<file path="src/rtl/core/pmq_pkg.sv">
// ----------------------------------------------------------------------------
// pmq_pkg
// Shared types and constants for the motion sensor level qualifier.
// ----------------------------------------------------------------------------
package pmq_pkg;

  localparam int TIME_WIDTH_DEF = 32;   // default internal timestamp width
  localparam int TS_W           = 32;   // timestamp fields on the ports
  localparam int CNT_W          = 32;   // event counter
  localparam int HOLD_W         = 16;
  localparam int CFG_DATA_W     = 32;
  localparam int CFG_IDX_W      = 1;

  localparam logic [TS_W-1:0]   WARMUP_RST = 32'd60000;
  localparam logic [HOLD_W-1:0] HOLD_RST   = 16'd50;

  // register indexes on the configuration port
  localparam logic [CFG_IDX_W-1:0] CFG_WARMUP_TIME = 1'b0;
  localparam logic [CFG_IDX_W-1:0] CFG_HOLD_TIME   = 1'b1;

  // input action codes
  localparam logic ACT_SAMPLE  = 1'b0;
  localparam logic ACT_RESTART = 1'b1;

  typedef struct packed {
    logic [TS_W-1:0]   warmup_time;
    logic [HOLD_W-1:0] hold_time;
  } cfg_t;

  typedef struct packed {
    logic ready;
    logic stable_level;
    logic cand_level;
    logic cand_counts;
  } flags_t;

  typedef struct packed {
    logic             ready_flag;
    logic             raw_echo;
    logic             motion_active;
    logic [CNT_W-1:0] event_total;
    logic [TS_W-1:0]  last_motion_time;
    logic [TS_W-1:0]  warmup_left;
  } res_t;

endpackage

</file>
<file path="src/rtl/core/pmq_cfg.sv">
// ----------------------------------------------------------------------------
// pmq_cfg
// Configuration registers: warm-up time and hold time.
// ----------------------------------------------------------------------------
module pmq_cfg (
  input  logic                             clk,
  input  logic                             rst_n,
  input  logic                             cfg_we,
  input  logic [pmq_pkg::CFG_IDX_W-1:0]    cfg_index,
  input  logic [pmq_pkg::CFG_DATA_W-1:0]   cfg_wdata,
  output pmq_pkg::cfg_t                    cfg
);
  import pmq_pkg::*;

  cfg_t cfg_r;
  cfg_t cfg_nxt;

  always_comb begin
    cfg_nxt = cfg_r;
    if (cfg_we) begin
      case (cfg_index)
        CFG_WARMUP_TIME: cfg_nxt.warmup_time = cfg_wdata[TS_W-1:0];
        CFG_HOLD_TIME:   cfg_nxt.hold_time   = cfg_wdata[HOLD_W-1:0];
        default:         cfg_nxt = cfg_r;
      endcase
    end
  end

  always_ff @(posedge clk) begin
    if (!rst_n) begin
      cfg_r.warmup_time <= WARMUP_RST;
      cfg_r.hold_time   <= HOLD_RST;
    end else begin
      cfg_r <= cfg_nxt;
    end
  end

  assign cfg = cfg_r;

endmodule

</file>
<file path="src/rtl/core/pmq_step.sv">
// ----------------------------------------------------------------------------
// pmq_step
// Next-state and snapshot logic for one transaction.
// ----------------------------------------------------------------------------
module pmq_step #(
  parameter int TIME_WIDTH = pmq_pkg::TIME_WIDTH_DEF
) (
  input  pmq_pkg::cfg_t                 cfg,
  input  logic                          act,
  input  logic [pmq_pkg::TS_W-1:0]      time_now,
  input  logic                          pin,
  input  pmq_pkg::flags_t               flags,
  input  logic [TIME_WIDTH-1:0]         start_time,
  input  logic [TIME_WIDTH-1:0]         cand_time,
  input  logic [TIME_WIDTH-1:0]         last_edge_time,
  input  logic [pmq_pkg::CNT_W-1:0]     edge_count,
  output pmq_pkg::flags_t               flags_nxt,
  output logic [TIME_WIDTH-1:0]         start_time_nxt,
  output logic [TIME_WIDTH-1:0]         cand_time_nxt,
  output logic [TIME_WIDTH-1:0]         last_edge_time_nxt,
  output logic [pmq_pkg::CNT_W-1:0]     edge_count_nxt,
  output pmq_pkg::res_t                 res
);
  import pmq_pkg::*;

  localparam int CW = (TIME_WIDTH > TS_W) ? TIME_WIDTH : TS_W;

  logic [CW-1:0]         now_ext;
  logic [TIME_WIDTH-1:0] now;
  logic                  cand_chg;
  logic                  cl, cc;
  logic [TIME_WIDTH-1:0] ct;
  logic [TIME_WIDTH-1:0] hold_el;
  logic [TIME_WIDTH-1:0] start_el;
  logic                  promote;
  logic                  rise;
  logic                  warm_done;
  logic [TIME_WIDTH-1:0] since;
  logic [CW-1:0]         since_ext;
  logic [CW-1:0]         last_ext;

  assign now_ext = CW'(time_now);
  assign now     = now_ext[TIME_WIDTH-1:0];

  // candidate tracking; timer restarts on every raw change
  assign cand_chg = pin != flags.cand_level;
  assign cl       = cand_chg ? pin : flags.cand_level;
  assign cc       = cand_chg ? flags.ready : flags.cand_counts;
  assign ct       = cand_chg ? now : cand_time;

  assign hold_el   = now - ct;
  assign start_el  = now - start_time;
  assign promote   = (cl != flags.stable_level) && (hold_el >= TIME_WIDTH'(cfg.hold_time));
  assign rise      = promote && cc && !flags.stable_level && cl;
  assign warm_done = CW'(start_el) >= CW'(cfg.warmup_time);

  always_comb begin
    if (act == ACT_RESTART) begin
      flags_nxt.ready        = 1'b0;
      flags_nxt.stable_level = pin;
      flags_nxt.cand_level   = pin;
      flags_nxt.cand_counts  = 1'b0;
      start_time_nxt         = now;
      cand_time_nxt          = now;
      edge_count_nxt         = '0;
      last_edge_time_nxt     = '0;
    end else begin
      flags_nxt.ready        = flags.ready || warm_done;
      flags_nxt.stable_level = promote ? cl : flags.stable_level;
      flags_nxt.cand_level   = cl;
      flags_nxt.cand_counts  = promote ? 1'b0 : cc;
      start_time_nxt         = start_time;
      cand_time_nxt          = ct;
      edge_count_nxt         = rise ? edge_count + CNT_W'(1) : edge_count;
      last_edge_time_nxt     = rise ? now : last_edge_time;
    end
  end

  assign since     = now - start_time_nxt;
  assign since_ext = CW'(since);
  assign last_ext  = CW'(last_edge_time_nxt);

  always_comb begin
    res.ready_flag       = flags_nxt.ready;
    res.raw_echo         = pin;
    res.motion_active    = flags_nxt.ready && flags_nxt.stable_level;
    res.event_total      = edge_count_nxt;
    res.last_motion_time = last_ext[TS_W-1:0];
    // below warmup_time, so the low bits carry the whole difference
    if (!flags_nxt.ready && (since_ext < CW'(cfg.warmup_time)))
      res.warmup_left = cfg.warmup_time - since_ext[TS_W-1:0];
    else
      res.warmup_left = '0;
  end

endmodule

</file>
<file path="src/rtl/core/pir_motion_qualifier_unit.sv">
// ----------------------------------------------------------------------------
// pir_motion_qualifier_unit
// Motion sensor level qualifier with hold-time filter and warm-up window.
// ----------------------------------------------------------------------------
// Takes one transaction per clock while the output side is not stalled and
// returns one snapshot per transaction. The transaction is captured in an
// input register, then the qualifier state (candidate, stable level,
// warm-up, event count) is updated by one pass of compare/subtract logic
// as it moves into the result register; that state update is combinational,
// which is what sets the one-per-clock rate. Timestamps are handled modulo
// 2^TIME_WIDTH; configuration must be written only while no transaction is in
// flight.
module pir_motion_qualifier_unit #(
  parameter int TIME_WIDTH = pmq_pkg::TIME_WIDTH_DEF
) (
  input  logic                             clk,
  input  logic                             rst_n,
  input  logic                             in_valid,
  output logic                             in_ready,
  input  logic                             in_action,
  input  logic [pmq_pkg::TS_W-1:0]         in_time_now,
  input  logic                             in_pin_level,
  output logic                             out_valid,
  input  logic                             out_ready,
  output logic                             out_ready_flag,
  output logic                             out_raw_echo,
  output logic                             out_motion_active,
  output logic [pmq_pkg::CNT_W-1:0]        out_event_total,
  output logic [pmq_pkg::TS_W-1:0]         out_last_motion_time,
  output logic [pmq_pkg::TS_W-1:0]         out_warmup_left,
  input  logic                             cfg_we,
  input  logic [pmq_pkg::CFG_IDX_W-1:0]    cfg_index,
  input  logic [pmq_pkg::CFG_DATA_W-1:0]   cfg_wdata
);
  import pmq_pkg::*;

  cfg_t cfg;

  // input register
  logic             in_vld_r;
  logic             in_act_r;
  logic [TS_W-1:0]  in_time_r;
  logic             in_pin_r;

  // qualifier state
  flags_t                flags_r, flags_nxt;
  logic [TIME_WIDTH-1:0] start_time_r, start_time_nxt;
  logic [TIME_WIDTH-1:0] cand_time_r, cand_time_nxt;
  logic [TIME_WIDTH-1:0] last_edge_r, last_edge_nxt;
  logic [CNT_W-1:0]      edge_cnt_r, edge_cnt_nxt;

  // result register
  logic out_vld_r;
  res_t res_nxt;
  res_t res_r;

  logic in_acc;
  logic adv;

  assign adv      = in_vld_r && (!out_vld_r || out_ready);
  assign in_ready = !in_vld_r || adv;
  assign in_acc   = in_valid && in_ready;

  pmq_cfg u_cfg (
    .clk       (clk),
    .rst_n     (rst_n),
    .cfg_we    (cfg_we),
    .cfg_index (cfg_index),
    .cfg_wdata (cfg_wdata),
    .cfg       (cfg)
  );

  pmq_step #(
    .TIME_WIDTH (TIME_WIDTH)
  ) u_step (
    .cfg                (cfg),
    .act                (in_act_r),
    .time_now           (in_time_r),
    .pin                (in_pin_r),
    .flags              (flags_r),
    .start_time         (start_time_r),
    .cand_time          (cand_time_r),
    .last_edge_time     (last_edge_r),
    .edge_count         (edge_cnt_r),
    .flags_nxt          (flags_nxt),
    .start_time_nxt     (start_time_nxt),
    .cand_time_nxt      (cand_time_nxt),
    .last_edge_time_nxt (last_edge_nxt),
    .edge_count_nxt     (edge_cnt_nxt),
    .res                (res_nxt)
  );

  always_ff @(posedge clk) begin
    if (!rst_n) begin
      in_vld_r <= 1'b0;
    end else if (in_acc) begin
      in_vld_r <= 1'b1;
    end else if (adv) begin
      in_vld_r <= 1'b0;
    end
  end

  always_ff @(posedge clk) begin
    if (in_acc) begin
      in_act_r  <= in_action;
      in_time_r <= in_time_now;
      in_pin_r  <= in_pin_level;
    end
  end

  always_ff @(posedge clk) begin
    if (!rst_n) begin
      flags_r      <= '0;
      start_time_r <= '0;
      cand_time_r  <= '0;
      last_edge_r  <= '0;
      edge_cnt_r   <= '0;
    end else if (adv) begin
      flags_r      <= flags_nxt;
      start_time_r <= start_time_nxt;
      cand_time_r  <= cand_time_nxt;
      last_edge_r  <= last_edge_nxt;
      edge_cnt_r   <= edge_cnt_nxt;
    end
  end

  always_ff @(posedge clk) begin
    if (!rst_n) begin
      out_vld_r <= 1'b0;
    end else if (adv) begin
      out_vld_r <= 1'b1;
    end else if (out_ready) begin
      out_vld_r <= 1'b0;
    end
  end

  always_ff @(posedge clk) begin
    if (adv) begin
      res_r <= res_nxt;
    end
  end

  assign out_valid            = out_vld_r;
  assign out_ready_flag       = res_r.ready_flag;
  assign out_raw_echo         = res_r.raw_echo;
  assign out_motion_active    = res_r.motion_active;
  assign out_event_total      = res_r.event_total;
  assign out_last_motion_time = res_r.last_motion_time;
  assign out_warmup_left      = res_r.warmup_left;

  // restart snapshot reports warming up with cleared count
  a_restart_snap: assert property (@(posedge clk) disable iff (!rst_n)
    (adv && in_act_r == ACT_RESTART) |=>
      (!out_ready_flag && !out_motion_active && out_event_total == '0 &&
       out_last_motion_time == '0))
    else $error("restart snapshot not cleared");

  // once ready, no warm-up remains
  a_ready_left: assert property (@(posedge clk) disable iff (!rst_n)
    (out_valid && out_ready_flag) |-> (out_warmup_left == '0))
    else $error("warm-up left while ready");

  // a sample adds at most one event
  a_count_step: assert property (@(posedge clk) disable iff (!rst_n)
    (adv && in_act_r == ACT_SAMPLE) |=>
      (out_event_total == $past(edge_cnt_r) ||
       out_event_total == $past(edge_cnt_r) + CNT_W'(1)))
    else $error("event count jumped");

  // ready stays set until the next restart
  a_ready_sticky: assert property (@(posedge clk) disable iff (!rst_n)
    (adv && in_act_r == ACT_SAMPLE && flags_r.ready) |=> out_ready_flag)
    else $error("ready dropped without restart");

endmodule

</file>
<file path="config.mk">
export PLATFORM = sky130hd
export DESIGN_NAME = pir_motion_qualifier_unit
export DESIGN_NICKNAME = d
export VERILOG_FILES = /design/src/rtl/core/pmq_pkg.sv /design/src/rtl/core/pmq_cfg.sv /design/src/rtl/core/pmq_step.sv /design/src/rtl/core/pir_motion_qualifier_unit.sv
export SDC_FILE = /design/constraint.sdc
export NUM_CORES = 1
export LEC_CHECK = 0
export BUFFER_PORTS_ARGS = -buffer_cell sky130_fd_sc_hd__buf_4
export CAP_MARGIN = 5
export CORE_ASPECT_RATIO = 2
export CORE_MARGIN = 4
export CORE_UTILIZATION = 50
export CTS_CLUSTER_SIZE = 20
export DETAILED_ROUTE_END_ITERATION = 8
export PLACE_DENSITY = 0.69
export SLEW_MARGIN = 20
export SYNTH_ARGS = -nofsm -noshare
export SYNTH_HDL_FRONTEND = slang
export SYNTH_SLANG_ARGS = --single-unit
</file>
<file path="constraint.sdc">
create_clock -name clk -period 19.6 [get_ports clk]
set_clock_uncertainty 0.05 [all_clocks]
set_input_delay 0.98 -clock clk [delete_from_list [all_inputs] [get_ports clk]]
set_output_delay 0.98 -clock clk [all_outputs]
set_load 0.005 [all_outputs]
</file>
### After elaboration in Yosys (flattened, before gate mapping)

Cells that the tools add are included.

* register bits: 315
* word-level logic and storage cells: 67
* output and inout bits: 101

* mux-type cells: 16
* reduce and logical (&&, ||, !) cells: 19
* equal/unequal tests: 2
* bitwise operators: 1
* add/sub/neg operators: 5
* magnitude comparators: 3

Operator list (count)
* $mux W32: 7
* $sub A32 B32 Y32: 4
* $add A32 B1 Y32 const B: 1
* $ge A32 B16 Y1: 1
* $ge A32 B32 Y1: 1
* $lt A32 B32 Y1: 1
* $logic_and A1 B1 Y1: 8
* $mux W1: 8
* $logic_not A1 Y1: 4
* $mux W4: 1
* $reduce_and A2 Y1: 2
* $reduce_bool A2 Y1: 2
* $logic_or A1 B1 Y1: 3
* $ne A1 B1 Y1: 2
* $not A1 Y1: 1

### Depth between registers and ports, before layout

Gate-level depths: netlist of the first run.

* depth in word-level cells: 10
* gate-level depth with buffers: 37
* gate-level depth less buffers: 31

### Cells and area by module

From an unflattened synthesis of the first run, not the netlist that was laid out.

* cell total of the unflattened synthesis: 2630
* area total of the unflattened synthesis: 22846.9 um^2

Modules (own cells, without submodules)
* pmq_step: area each 11571.1 um^2, sequential area each 0.0 um^2, cells each 1709, instances 1
* pir_motion_qualifier_unit: area each 9332.7 um^2, sequential area each 6676.4 um^2, cells each 715, instances 1
* pmq_cfg: area each 1943.1 um^2, sequential area each 960.9 um^2, cells each 206, instances 1

### Worst setup path before layout of the first run

No wires, ideal clock.

* kind: reg-to-reg
* start point: register in_pin_r
* end point: register res_r (netlist bit out_event_total[24]) (data pin)
* setup time: 0.260 ns
* buffers on the path: 5
* arrival: 6.274 ns
* clock period less this slack: 6.585 ns
* path slack: 13.015 ns
* data required time: 19.290 ns
* cell stages (with the launch flop): 32
* cells stage by stage: edfxtp_1 ha_1 clkbuf_1 buf_2 buf_1 buf_1 nand2_1 o21ai_0 ha_1 inv_1 ha_1 a31oi_1 a21o_1 a21oi_2 a21o_1 a22oi_1 xnor2_1 ha_1 and4_1 nand2_1 o2111a_1 o2111ai_1 a211oi_1 o211a_1 o211ai_1 nor4_1 nand4_1 nor4b_4 a21oi_2 buf_2 and3_1 mux2_4

* longest elaborated chain between the ends: 10

RTL lines
* start, declared: RTL line pir_motion_qualifier_unit.sv:43 `logic in_pin_r;`
* start signal, assigned: RTL line pir_motion_qualifier_unit.sv:107 `in_pin_r <= in_pin_level;`
* $ne A1 B1 Y1: RTL line pmq_step.sv:46 `assign cand_chg = pin != flags.cand_level;`
* $mux W32: RTL line pmq_step.sv:49 `assign ct = cand_chg ? now : cand_time;`
* $sub A32 B32 Y32: RTL line pmq_step.sv:51 `assign hold_el = now - ct;`
* $ge A32 B16 Y1: RTL line pmq_step.sv:53 `assign promote = (cl != flags.stable_level) && (hold_el >= TIME_WIDTH'(cfg.hold_time));`
* $logic_and A1 B1 Y1: RTL line pmq_step.sv:53
* $logic_and A1 B1 Y1 (2 in a row): RTL line pmq_step.sv:54 `assign rise = promote && cc && !flags.stable_level && cl;`
* $logic_and A1 B1 Y1 *: RTL line pmq_step.sv:54
* $mux W32 *: RTL line pmq_step.sv:74 `edge_count_nxt = rise ? edge_count + CNT_W'(1) : edge_count;`
* $mux W32 *: RTL line pmq_step.sv:58 `if (act == ACT_RESTART) begin`
* via edge_cnt_nxt[24]: RTL line pir_motion_qualifier_unit.sv:50 `logic [CNT_W-1:0] edge_cnt_r, edge_cnt_nxt;`
* end signal, assigned: RTL line pir_motion_qualifier_unit.sv:139 `res_r <= res_nxt;`
* end, declared: RTL line pir_motion_qualifier_unit.sv:55 `res_t res_r;`

The timed path passes the listed nets; every way through them passes the cells marked *.
A chain may end at the register's enable or synchronous reset.

### Worst setup path after layout of the first run

* start point: register in_pin_r
* end point: register edge_cnt_r[0]

* longest elaborated chain between the ends: 10

RTL lines
* $ne A1 B1 Y1: RTL line pmq_step.sv:46
* $mux W32: RTL line pmq_step.sv:49
* $sub A32 B32 Y32: RTL line pmq_step.sv:51
* $ge A32 B16 Y1: RTL line pmq_step.sv:53
* $logic_and A1 B1 Y1: RTL line pmq_step.sv:53
* $logic_and A1 B1 Y1 (2 in a row): RTL line pmq_step.sv:54
* $logic_and A1 B1 Y1 *: RTL line pmq_step.sv:54
* $mux W32 *: RTL line pmq_step.sv:74
* $mux W32 *: RTL line pmq_step.sv:58
* end signal, assigned: RTL line pir_motion_qualifier_unit.sv:123 `edge_cnt_r <= edge_cnt_nxt;`
* end, declared: RTL line pir_motion_qualifier_unit.sv:50

Mark *: on every way between the ends. The rest lies on a longest branch, timed or not.

==> impl_metrics.csv, run 1 <==
group,metric,value,unit
final_layout,nets,2663,
sta,hold_viol_final,0,
worst_hold_path,hold_path.class,"reg2reg",
synth,synth_top_cell_area_share,19.6,%
synth,avgSynthCellArea,8.82,sq um
synth,ys_ff_latch,315,
synth,synth_most_common_cell,"nand2_1",
detailed_routing,wl_per_cell,20.1,microns
clock_tree,clk_pin_slew,0.07,ns
global_routing,use_met3,2.70,%
floorplan,ios,173,
worst_hold_path,hp-start,"u_cfg.cfg[10]",
clock_tree,cts_setup_buffers,0,
critical_path,r2r_end,"edge_cnt_r[0]",
synth,synth_seq_area_share,37.5,%
floorplan,core,40200,sq um
sta,max_freq,0.130,GHz
clock_tree,cts_buffer_depth,3,
final_layout,area_growth,13.2,%
global_routing,grt_start_max_net_pins,76,
sta,period_needed,7.69,ns
detailed_routing,drt_first_pass_iters,6,
synth,synth_top_cell_by_area,"edfxtp_1",
critical_path,startpoint,"in_pin_r",
clock_tree,cts_hold_buf,0,
sta,setup_tns,0,ns
outcome,status,"finished clean",
global_routing,track_usage,26.4,%
critical_path,setup.worst_path.end,"edge_cnt_r[0]",
sta,maxSlewViolCount,0,
critical_path,critPathLaunchType,"flop",
final_layout,multiInputGateArea,11800,sq um
critical_path,critPathCaptureType,"flop",
synth,synth-edff-count,133,
critical_path,cp_slowest_cell,"buf_4",
critical_path,crit_required,20.07,ns
clock_tree,cts_tree,"yes",
global_routing,grt_use_met1,28.0,%
critical_path,arrival,8.16,ns
power_and_ir_drop,power_density,80.3,nW/um^2
critical_path,cpLargestDelayFamily,"compound AO/OA/AOI/OAI gates",
clock_tree,htreeDepth,1,
clock_tree,clock-root-buffer,"clkbuf_16",
global_routing,antenna_found_initial,0,
critical_path,crit_cells,30,
sta,post-route-period-util,39.2,%
critical_path,slowest_delay,0.58,ns
critical_path,r2r_start,"in_pin_r",
place,io_buffers,172,
synth,synthTopCellsByCount,"nand2_1 (319), a21oi_1 (229), nor2_1 (190), dfxtp_1 (182), ha_1 (166)",
clock_tree,ctsResizeCount,0,
floorplan,die_x,151,microns
synth,synth_top_flop_cell,"dfxtp_1",
floorplan,initial_utilization,50.6,%
critical_path,crit_type,"reg2reg",
final_layout,fillers,3674,
detailed_routing,drc,0,
power_and_ir_drop,power_leakage,9.17,nW
detailed_routing,drtAntennaViolNets,0,
final_layout,ff_latch_area,7640,sq um
detailed_routing,vias,17293,
synth,syn_area,20300,sq um
synth,synth.distinct_cells,88,
detailed_routing,initialDrtViolationCount,796,
clock_tree,cts_made_buffers,29,
synth,ys_async_sr_fraction,0,%
clock_tree,clock_sinks,315,
critical_path,worst_path_most_repeated_cell,"buf_4",
critical_path,ff2ff_setup_slack,11.91,ns
synth,synth.top_cells.by_area,"edfxtp_1 (20%), dfxtp_1 (18%), ha_1 (10%)",
global_routing,first_global_vias,17608,
sta,rsz0062_at_grt,"no",
place,dp.cells,2921,
synth,ys_warn_count,0,
sta,tightest_slew,1.10,ns
global_routing,grt_pass1_wl,92700,microns
detailed_routing,vias_per_cell,5.81,
floorplan,chipHeight,293,microns
place,routabilityCongestion,0.955,
detailed_routing,wirelength,59800,microns
sta,setup_viol,0,
global_routing,grt_busiest_layer,"met2",
critical_path,worstRegToRegCells,30,
clock_tree,clock_latency,0.58,ns
floorplan,die_area,44200,sq um
place,dpl.hpwl,45100,microns
final_layout,drive_gt1_share,12.2,%
final_layout,final_cells,2974,
synth,synthCells,2308,
floorplan,rows,104,
critical_path,crit_path_max_fanout,58,
power_and_ir_drop,irDropWorstVdd,0.0802,mV
critical_path,path_buf_inv,5,
global_routing,gr-total-overflow,0,
global_routing,use_met2,50.4,%
sta,relSlewSlack,26.3,%
run,cap_violations,0,
synth,synth_fp_nets,2549,
final_layout,antenna_cells,0,
[how the worst min path moves through the flow]
| stage | to | slack, ns | depth (start not counted) |
|---|---|---|---|
| after floorplan | cand_time_r[12] | 0.39 | 2 |
| after global placement | cand_time_r[26] | 0.39 | 2 |
| after detailed placement | cand_time_r[26] | 0.40 | 2 |
| after CTS | cand_time_r[26] | 0.41 | 2 |
| after global routing | u_cfg.cfg[10] | 0.43 | 2 |
| final | u_cfg.cfg[10] | 0.40 | 2 |
[tightest hold or removal path, cell delays in order, from the launching register on]
cell and delay [ns]:
dfxtp_1 0.31, nand2_1 0.05, a21oi_1 0.05
[layout make-up]
cell class | count | area share (%)
Tap cell | 530 | 2.88
Sequential cell | 315 | 33.2
Inverter | 126 | 2.07
Timing Repair Buffer | 191 | 6.23
Clock inverter | 20 | 0.869
Multi-Input combinational cell | 1759 | 51.3
Clock buffer | 33 | 3.44
[stage by stage]
| step | power, mW | hold WS, ns | cell area, sq um | utilization (%) | setup WS (ns) |
|---|---|---|---|---|---|
| final | 1.85 | 0.405 | 23000 | 57.3 | 11.91 |
| after global routing | 1.94 | 0.427 | 23000 | 57.3 | 11.47 |
| after CTS | 1.86 | 0.407 | 23000 | 57.3 | 11.97 |
| after detailed placement | 1.25 | 0.397 | 22000 | 54.8 | 12.02 |
| after global placement | 1.25 | 0.392 | 22000 | 54.8 | 12.16 |
| after floorplan | 1.10 | 0.386 | 20300 | - | 13.02 |
[state kept, by name (all words and copies together) (netlist names), 4 cells and up]
signal,cells
edge_cnt_r,32
out_last_motion_time,32
out_event_total,32
cand_time_r,32
flags_r,4
u_cfg.cfg,48
last_edge_r,32
start_time_r,32
out_warmup_left,32
in_time_r,32
[layer usage]
layer | routed length, microns | up-vias
li1 | - | 8451
met1 | 21900 | 8248
met2 | 32000 | 455
met3 | 2560 | 139
met4 | 3390 | 0
met5 | 0 | -
[cell families (layout without fill, tap and decap cells)]
kind of cell / count (synthesis) / count (layout) / synth area share [%]
xor gates and xnor gates: 135 / 135 / 5.81
buffers and inverters: 234 / 370 / 4.60
adders and majority gates: 172 / 172 / 10.7
AOI/OAI and AO/OA: 591 / 591 / 19.1
and+or+nand+nor: 762 / 762 / 17.3
DFF: 315 / 315 / 37.5
muxes: 99 / 99 / 4.96
[cell usage in the layout (no fill, tap or decap), types with 34 or more instances in the layout]
cell,instances
dfxtp_1,182
ha_1,165
a22o_1,45
nand4_1,37
nand2b_1,34
a21oi_1,228
o21ai_0,79
a21o_1,67
buf_4,191
xnor2_1,78
inv_1,124
nand3_1,34
edfxtp_1,133
mux2i_1,88
nand2_1,318
xor2_1,57
nor2_1,189
[power by group]
part	switching, mW	total, mW	internal, mW
registers	0.0261	0.737	0.710
clock network	0.271	0.605	0.334
logic	0.302	0.508	0.205
No activity file was read; power rests on OpenSTA's default activity.
==> run 2, diff against run 1 <==
Settings changed: PLACE_DENSITY 0.69 to 0.71.
Clock period 19.6 ns to 6.9 ns, I/O delays scaled along.
==> run 2 against run 1 <==
Hold slack worse by 0.38 ns. Worst setup slack worse by 11 ns. Clock-buffer cell count up 6. Die area unchanged. Power rose to 2.9 times the previous value. Routed wire length up 0.63%. Sequential power rose to 2.8 times the previous value. Global-route usage up 0.23 points. Register-to-register slack worse by 11 ns. Via count up 2.8%. Highest routed layer unchanged. Cell count up 3.1%. Combinational power rose to 3.0 times the previous value.
==> impl_metrics.csv, run 2 (same netlist as run 1, synthesis figures left out) <==
group,metric,value,unit
detailed_routing,initialDrtViolationCount,914,
clock_tree,clock_sinks,315,
floorplan,die_x,151,microns
power_and_ir_drop,p_seq_share,39.2,%
global_routing,grt_use_met1,27.9,%
floorplan,chipHeight,293,microns
detailed_routing,drtAntennaViolNets,0,
sta,relSlewSlack,25.7,%
detailed_routing,drt_first_pass_iters,5,
sta,max_freq,0.155,GHz
global_routing,use_met2,50.9,%
floorplan,rows,104,
global_routing,first_global_vias,18071,
run,cap_violations,0,
critical_path,crit_type,"reg2reg",
final_layout,area_growth,18.0,%
floorplan,die_area,44200,sq um
clock_tree,clock-root-buffer,"clkbuf_16",
global_routing,gr-total-overflow,0,
clock_tree,clock_latency,0.58,ns
floorplan,core,40200,sq um
place,io_buffers,172,
final_layout,drive_gt1_share,12.9,%
final_layout,antenna_cells,0,
critical_path,critPathLaunchType,"flop",
clock_tree,cts_setup_buffers,0,
critical_path,critPathCaptureType,"flop",
global_routing,track_usage,26.7,%
sta,whs,0.0256,ns
power_and_ir_drop,p_clk_share,32.7,%
sta,setup_viol,0,
final_layout,final_cell_mix,"nand2_1 (318), a21oi_1 (227), buf_4 (211)",
floorplan,initial_utilization,50.6,%
global_routing,grt_start_max_net_pins,78,
power_and_ir_drop,power_density,222,nW/um^2
floorplan,ios,173,
power_and_ir_drop,swShare,31.7,%
worst_hold_path,hold_path.class,"in2reg",
detailed_routing,drc,0,
detailed_routing,vias,17780,
global_routing,use_met3,2.61,%
sta,rsz0062_at_grt,"yes",
sta,post-route-period-util,93.6,%
final_layout,largest_register_ffs,48,
clock_tree,htreeDepth,1,
critical_path,crit_required,7.24,ns
detailed_routing,vias_per_cell,5.80,
final_layout,mostFrequentLayoutCell,"nand2_1",
detailed_routing,wirelength,60200,microns
critical_path,arrival,6.80,ns
sta,setup_tns,0,ns
critical_path,crit_path_max_fanout,31,
power_and_ir_drop,power_leakage,9.61,nW
global_routing,antenna_found_initial,0,
final_layout,nets,2754,
global_routing,grt_pass1_wl,94000,microns
place,routabilityCongestion,0.957,
power_and_ir_drop,p_sw,1.69,mW
sta,tightest_slew,1.12,ns
critical_path,ff2ff_setup_slack,0.44,ns
place,place_ws,-0.106,ns
power_and_ir_drop,intPower,3.64,mW
outcome,status,"finished clean",
sta,maxSlewViolCount,0,
sta,hold_viol_final,0,
clock_tree,cts_tree,"yes",
power_and_ir_drop,combPwrFrac,28.1,%
sta,period_needed,6.46,ns
sta,setup_slack,0.445,ns
detailed_routing,wl_per_cell,19.6,microns
clock_tree,cts_made_buffers,29,
clock_tree,cts_buffer_depth,3,
power_and_ir_drop,irDropWorstVdd,0.179,mV
global_routing,grt_busiest_layer,"met2",
place,dpl.hpwl,45300,microns
clock_tree,clk_pin_slew,0.07,ns
final_layout,fillers,3523,
-- run 2: changes by cell type in the layout (fill, tap and decap cells not counted), sizes merged --
cell / before / now
clkinv: 11 / 9
clkbuf: 33 / 39
dlygate4sd3: 0 / 67
buf: 191 / 215
inv: 131 / 127
-- run 2: worst max-delay path: stages (launching register included) --
cell      delay, ns
edfxtp_1       0.53
inv_1          0.21
ha_1           0.17
inv_1          0.05
fa_1           0.39
a21o_1         0.17
a21o_1         0.21
a21o_1         0.21
a41oi_1        0.36
o22a_1         0.29
a211oi_1       0.13
o21a_1         0.22
nor4_1         0.32
o21ai_0        0.20
o21ai_0        0.31
nand2b_1       0.09
a21oi_1        0.18
xnor2_1        0.19
ha_1           0.30
o21ai_0        0.09
nand2b_1       0.07
a21oi_1        0.14
o21ai_0        0.15
o21ai_4        0.36
a21boi_0       0.27
nand2_1        0.13
buf_12         0.20
nor3b_1        0.27
-- run 2: area by class of cell --
type / instances / area (sq um) / share of cell area, %
Sequential cell: 315 / 7640 / 31.8
Clock inverter: 14 / 153 / 0.636
Clock buffer: 39 / 866 / 3.61
Tap cell: 530 / 663 / 2.76
Multi-Input combinational cell: 1759 / 11900 / 49.5
Inverter: 126 / 477 / 1.99
Timing Repair Buffer: 282 / 2330 / 9.72
-- run 2: layer usage --
metal,wire length [microns],up-vias
li1,-,8629
met1,21600,8446
met2,32200,523
met3,2490,182
met4,3900,0
met5,0,-
-- run 2: worst paths after layout --
kind	start	endpoint	cells after the start
worst max-delay path	in_time_r[0]	out_warmup_left[4]	27
worst min-delay path	out_ready	out_valid	4
worst max register to register	in_time_r[0]	out_warmup_left[4]	27
worst min register to register	cand_time_r[19]	cand_time_r[19]	2
-- run 2: timing repair --
action                                  4_1_cts  5_1_grt
gates resized for setup                       1        8
hold buffers                                 66        1
endpoints found under the setup margin        5       70
hold endpoints to repair                     76        1
-- run 2: through the flow --
stage                     cells  util (%)  power, mW  area [sq um]
final                      3065      59.7       5.34         24000
after global routing       3065      59.7       5.59         24000
after CTS                  3063      59.5       5.35         23900
after detailed placement   2944      55.3       3.58         22200
after global placement     2944      55.3       3.55         22200
after floorplan            2308         -       3.13         20300
-- run 2: power by group through the flow --
stage	combinational [mW]	sequential [mW]	clock (mW)
after CTS	1.49	2.09	1.77
after global routing	1.65	2.10	1.84
after global placement	1.42	2.13	0
after detailed placement	1.44	2.13	0
final	1.50	2.09	1.74
after floorplan	1.03	2.10	0
==> run 3, diff against run 2 <==
Settings changed: CAP_MARGIN 5 to default, PLACE_DENSITY 0.71 to 0.69.
Clock period 6.9 ns to 8.25 ns, I/O delays scaled along.
==> run 3 against run 2 <==
Critical path depth decreased by 4. Non-clock buffer count is 52 lower. Via count decreased by 1.7%. Largest power group unchanged. Critical endpoint is now out_event_total[15]. Fmax fell by 9.8%. First-iteration DRC count rose by 0.66%. Power fell by 19%. Die area is the same. Hold slack better by 0.0049 ns. Combinational power fell by 18%. Cell count decreased by 1.7%.
==> impl_metrics.csv, run 3 (same netlist as run 1, synthesis figures left out) <==
group,metric,value,unit
clock_tree,clk_pin_slew,0.07,ns
detailed_routing,vias_per_cell,5.80,
detailed_routing,drt_first_pass_iters,5,
critical_path,r2r_end,"out_event_total[15]",
floorplan,chipHeight,293,microns
final_layout,drive_gt1_share,12.1,%
run,cap_violations,0,
global_routing,gr-total-overflow,0,
floorplan,ios,173,
worst_hold_path,hold-path-endpoint,"u_cfg.cfg[27]",
clock_tree,clock_sinks,315,
sta,setup_tns,0,ns
place,dp.cells,2926,
detailed_routing,wl_per_cell,20.0,microns
floorplan,rows,104,
clock_tree,cts_buffer_depth,3,
sta,hold_viol_final,0,
place,io_buffers,172,
sta,period_needed,7.15,ns
critical_path,cp_cell_sequence,"ha_2 > buf_4 > mux2i_1 > ha_1 > a21o_1 > or3_1 > nor3_2 > nor2_4 > xor2_1 > ha_1 > a2111oi_0 > o2111a_1 > o2111ai_1 > a211oi_1 > o211a_1 > o211ai_1 > nor4_1 > nand4_1 > nor4b_4 > buf_4 > a21oi_1 > nand3_1 > mux2_2",
floorplan,initial_utilization,50.6,%
clock_tree,htreeDepth,1,
sta,rsz0062_at_grt,"no",
sta,post-route-period-util,86.7,%
sta,setup_slack,1.10,ns
global_routing,grt_pass1_wl,93300,microns
final_layout,area_growth,14.9,%
final_layout,final_cell_mix,"nand2_1 (319), a21oi_1 (228), buf_4 (195)",
critical_path,worstRegToRegCells,23,
critical_path,crit_path_max_fanout,26,
outcome,status,"finished clean",
clock_tree,clock-root-buffer,"clkbuf_16",
detailed_routing,wirelength,60200,microns
sta,tightest_slew,1.08,ns
final_layout,final_cells,3014,
final_layout,antenna_cells,0,
critical_path,r2r_start,"in_pin_r",
power_and_ir_drop,power_leakage,9.31,nW
floorplan,die_area,44200,sq um
critical_path,cp_slowest_cell,"ha_2",
critical_path,crit_type,"reg2reg",
worst_hold_path,hp-start,"cfg_wdata[11]",
final_layout,nets,2702,
global_routing,antenna_found_initial,0,
global_routing,first_global_vias,17741,
sta,max_freq,0.140,GHz
final_layout,mostFrequentLayoutCell,"nand2_1",
sta,setup_viol,0,
floorplan,die_x,151,microns
critical_path,arrival,7.43,ns
sta,relSlewSlack,27.7,%
detailed_routing,drtAntennaViolNets,0,
critical_path,ff2ff_setup_slack,1.10,ns
power_and_ir_drop,irDropWorstVdd,0.152,mV
global_routing,grt_start_max_net_pins,91,
critical_path,critPathCaptureType,"flop",
worst_hold_path,hold_path.class,"in2reg",
detailed_routing,vias,17479,
place,routabilityCongestion,0.974,
floorplan,core,40200,sq um
global_routing,track_usage,26.7,%
clock_tree,cts_tree,"yes",
final_layout,largest_register_ffs,48,
power_and_ir_drop,power.total,4.34,mW
detailed_routing,initialDrtViolationCount,920,
final_layout,final_core_util,58.1,%
critical_path,slowest_delay,0.78,ns
critical_path,crit_required,8.52,ns
clock_tree,clock_latency,0.59,ns
place,dpl.hpwl,45700,microns
critical_path,critPathLaunchType,"flop",
worst_hold_path,min_path_cells,3,
power_and_ir_drop,power_density,186,nW/um^2
detailed_routing,drc,0,
clock_tree,cts_made_buffers,29,
place,place_ws,1.13,ns
sta,maxSlewViolCount,0,
[run 3: cell types whose count changed in the layout (fill, tap and decap cells not counted), sizes merged]
cell,before,now
clkinvlp,1,3
clkbuf,39,40
dlygate4sd3,67,34
clkinv,9,8
buf,215,196
bufinv,3,2
[run 3: metrics by stage]
| stage | hold WS (ns) | cell area, sq um |
|---|---|---|
| 4_1_cts | 0.00258 | 23400 |
| 2_1_floorplan | 0.386 | 20300 |
| 5_1_grt | 0.0295 | 23400 |
| 3_3_place_gp | 0.391 | 22100 |
| 3_5_place_dp | 0.398 | 22100 |
| 6_report | 0.0305 | 23400 |
[run 3: layer usage]
| layer | share of wire [%] | global-route usage, % | up-vias |
|---|---|---|---|
| met5 | 0 | 0 | - |
| met4 | 6.6 | 15.7 | 0 |
| met3 | 3.9 | 2.44 | 156 |
| met2 | 53 | 50.2 | 481 |
| met1 | 36 | 28.2 | 8316 |
| li1 | - | - | 8526 |
[run 3: final cells by class]
type                    instances  area, sq um
flip-flops and latches        315         7640
well taps                     530          663
clock inverters                14          131
fillers                      3582        16800
clock buffers                  40          818
repair buffers                230         1820
multi-input cells            1759        11800
inverters                     126          477
[run 3: repair_timing]
item                                   CTS  global route
hold buffers                            34             0
setup buffers                            0             0
endpoints found under the hold margin   34             0
resized for setup                        0             0
[run 3: critical path, delay by kind of cell (launching register included)]
| family | cells | cell delay (ns) |
|---|---|---|
| adder cells (fa/ha/maj) | 3 | 1.28 |
| flip-flops | 1 | 0.45 |
| buffers and inverters | 2 | 0.80 |
| AND/OR/NAND/NOR | 7 | 1.67 |
| multiplexers | 2 | 0.58 |
| AO/OA/AOI/OAI | 8 | 1.88 |
| XOR/XNOR | 1 | 0.17 |
[run 3: worst max path at each step]
stage,end,from,slack [ns],cells after the start
floorplan,out_event_total[24],in_pin_r,1.67,31
global placement,out_event_total[15],in_pin_r,1.20,23
detailed placement,out_event_total[15],in_pin_r,1.13,23
CTS,out_event_total[15],in_pin_r,1.08,23
global route,out_event_total[15],in_pin_r,0.73,23
finish,out_event_total[15],in_pin_r,1.10,23
[run 3: power breakdown]
part           total [mW]  internal (mW)  switching, mW
Combinational        1.23          0.503          0.726
Clock                1.37          0.758          0.609
Sequential           1.75           1.69         0.0602
Total                4.34           2.95           1.39
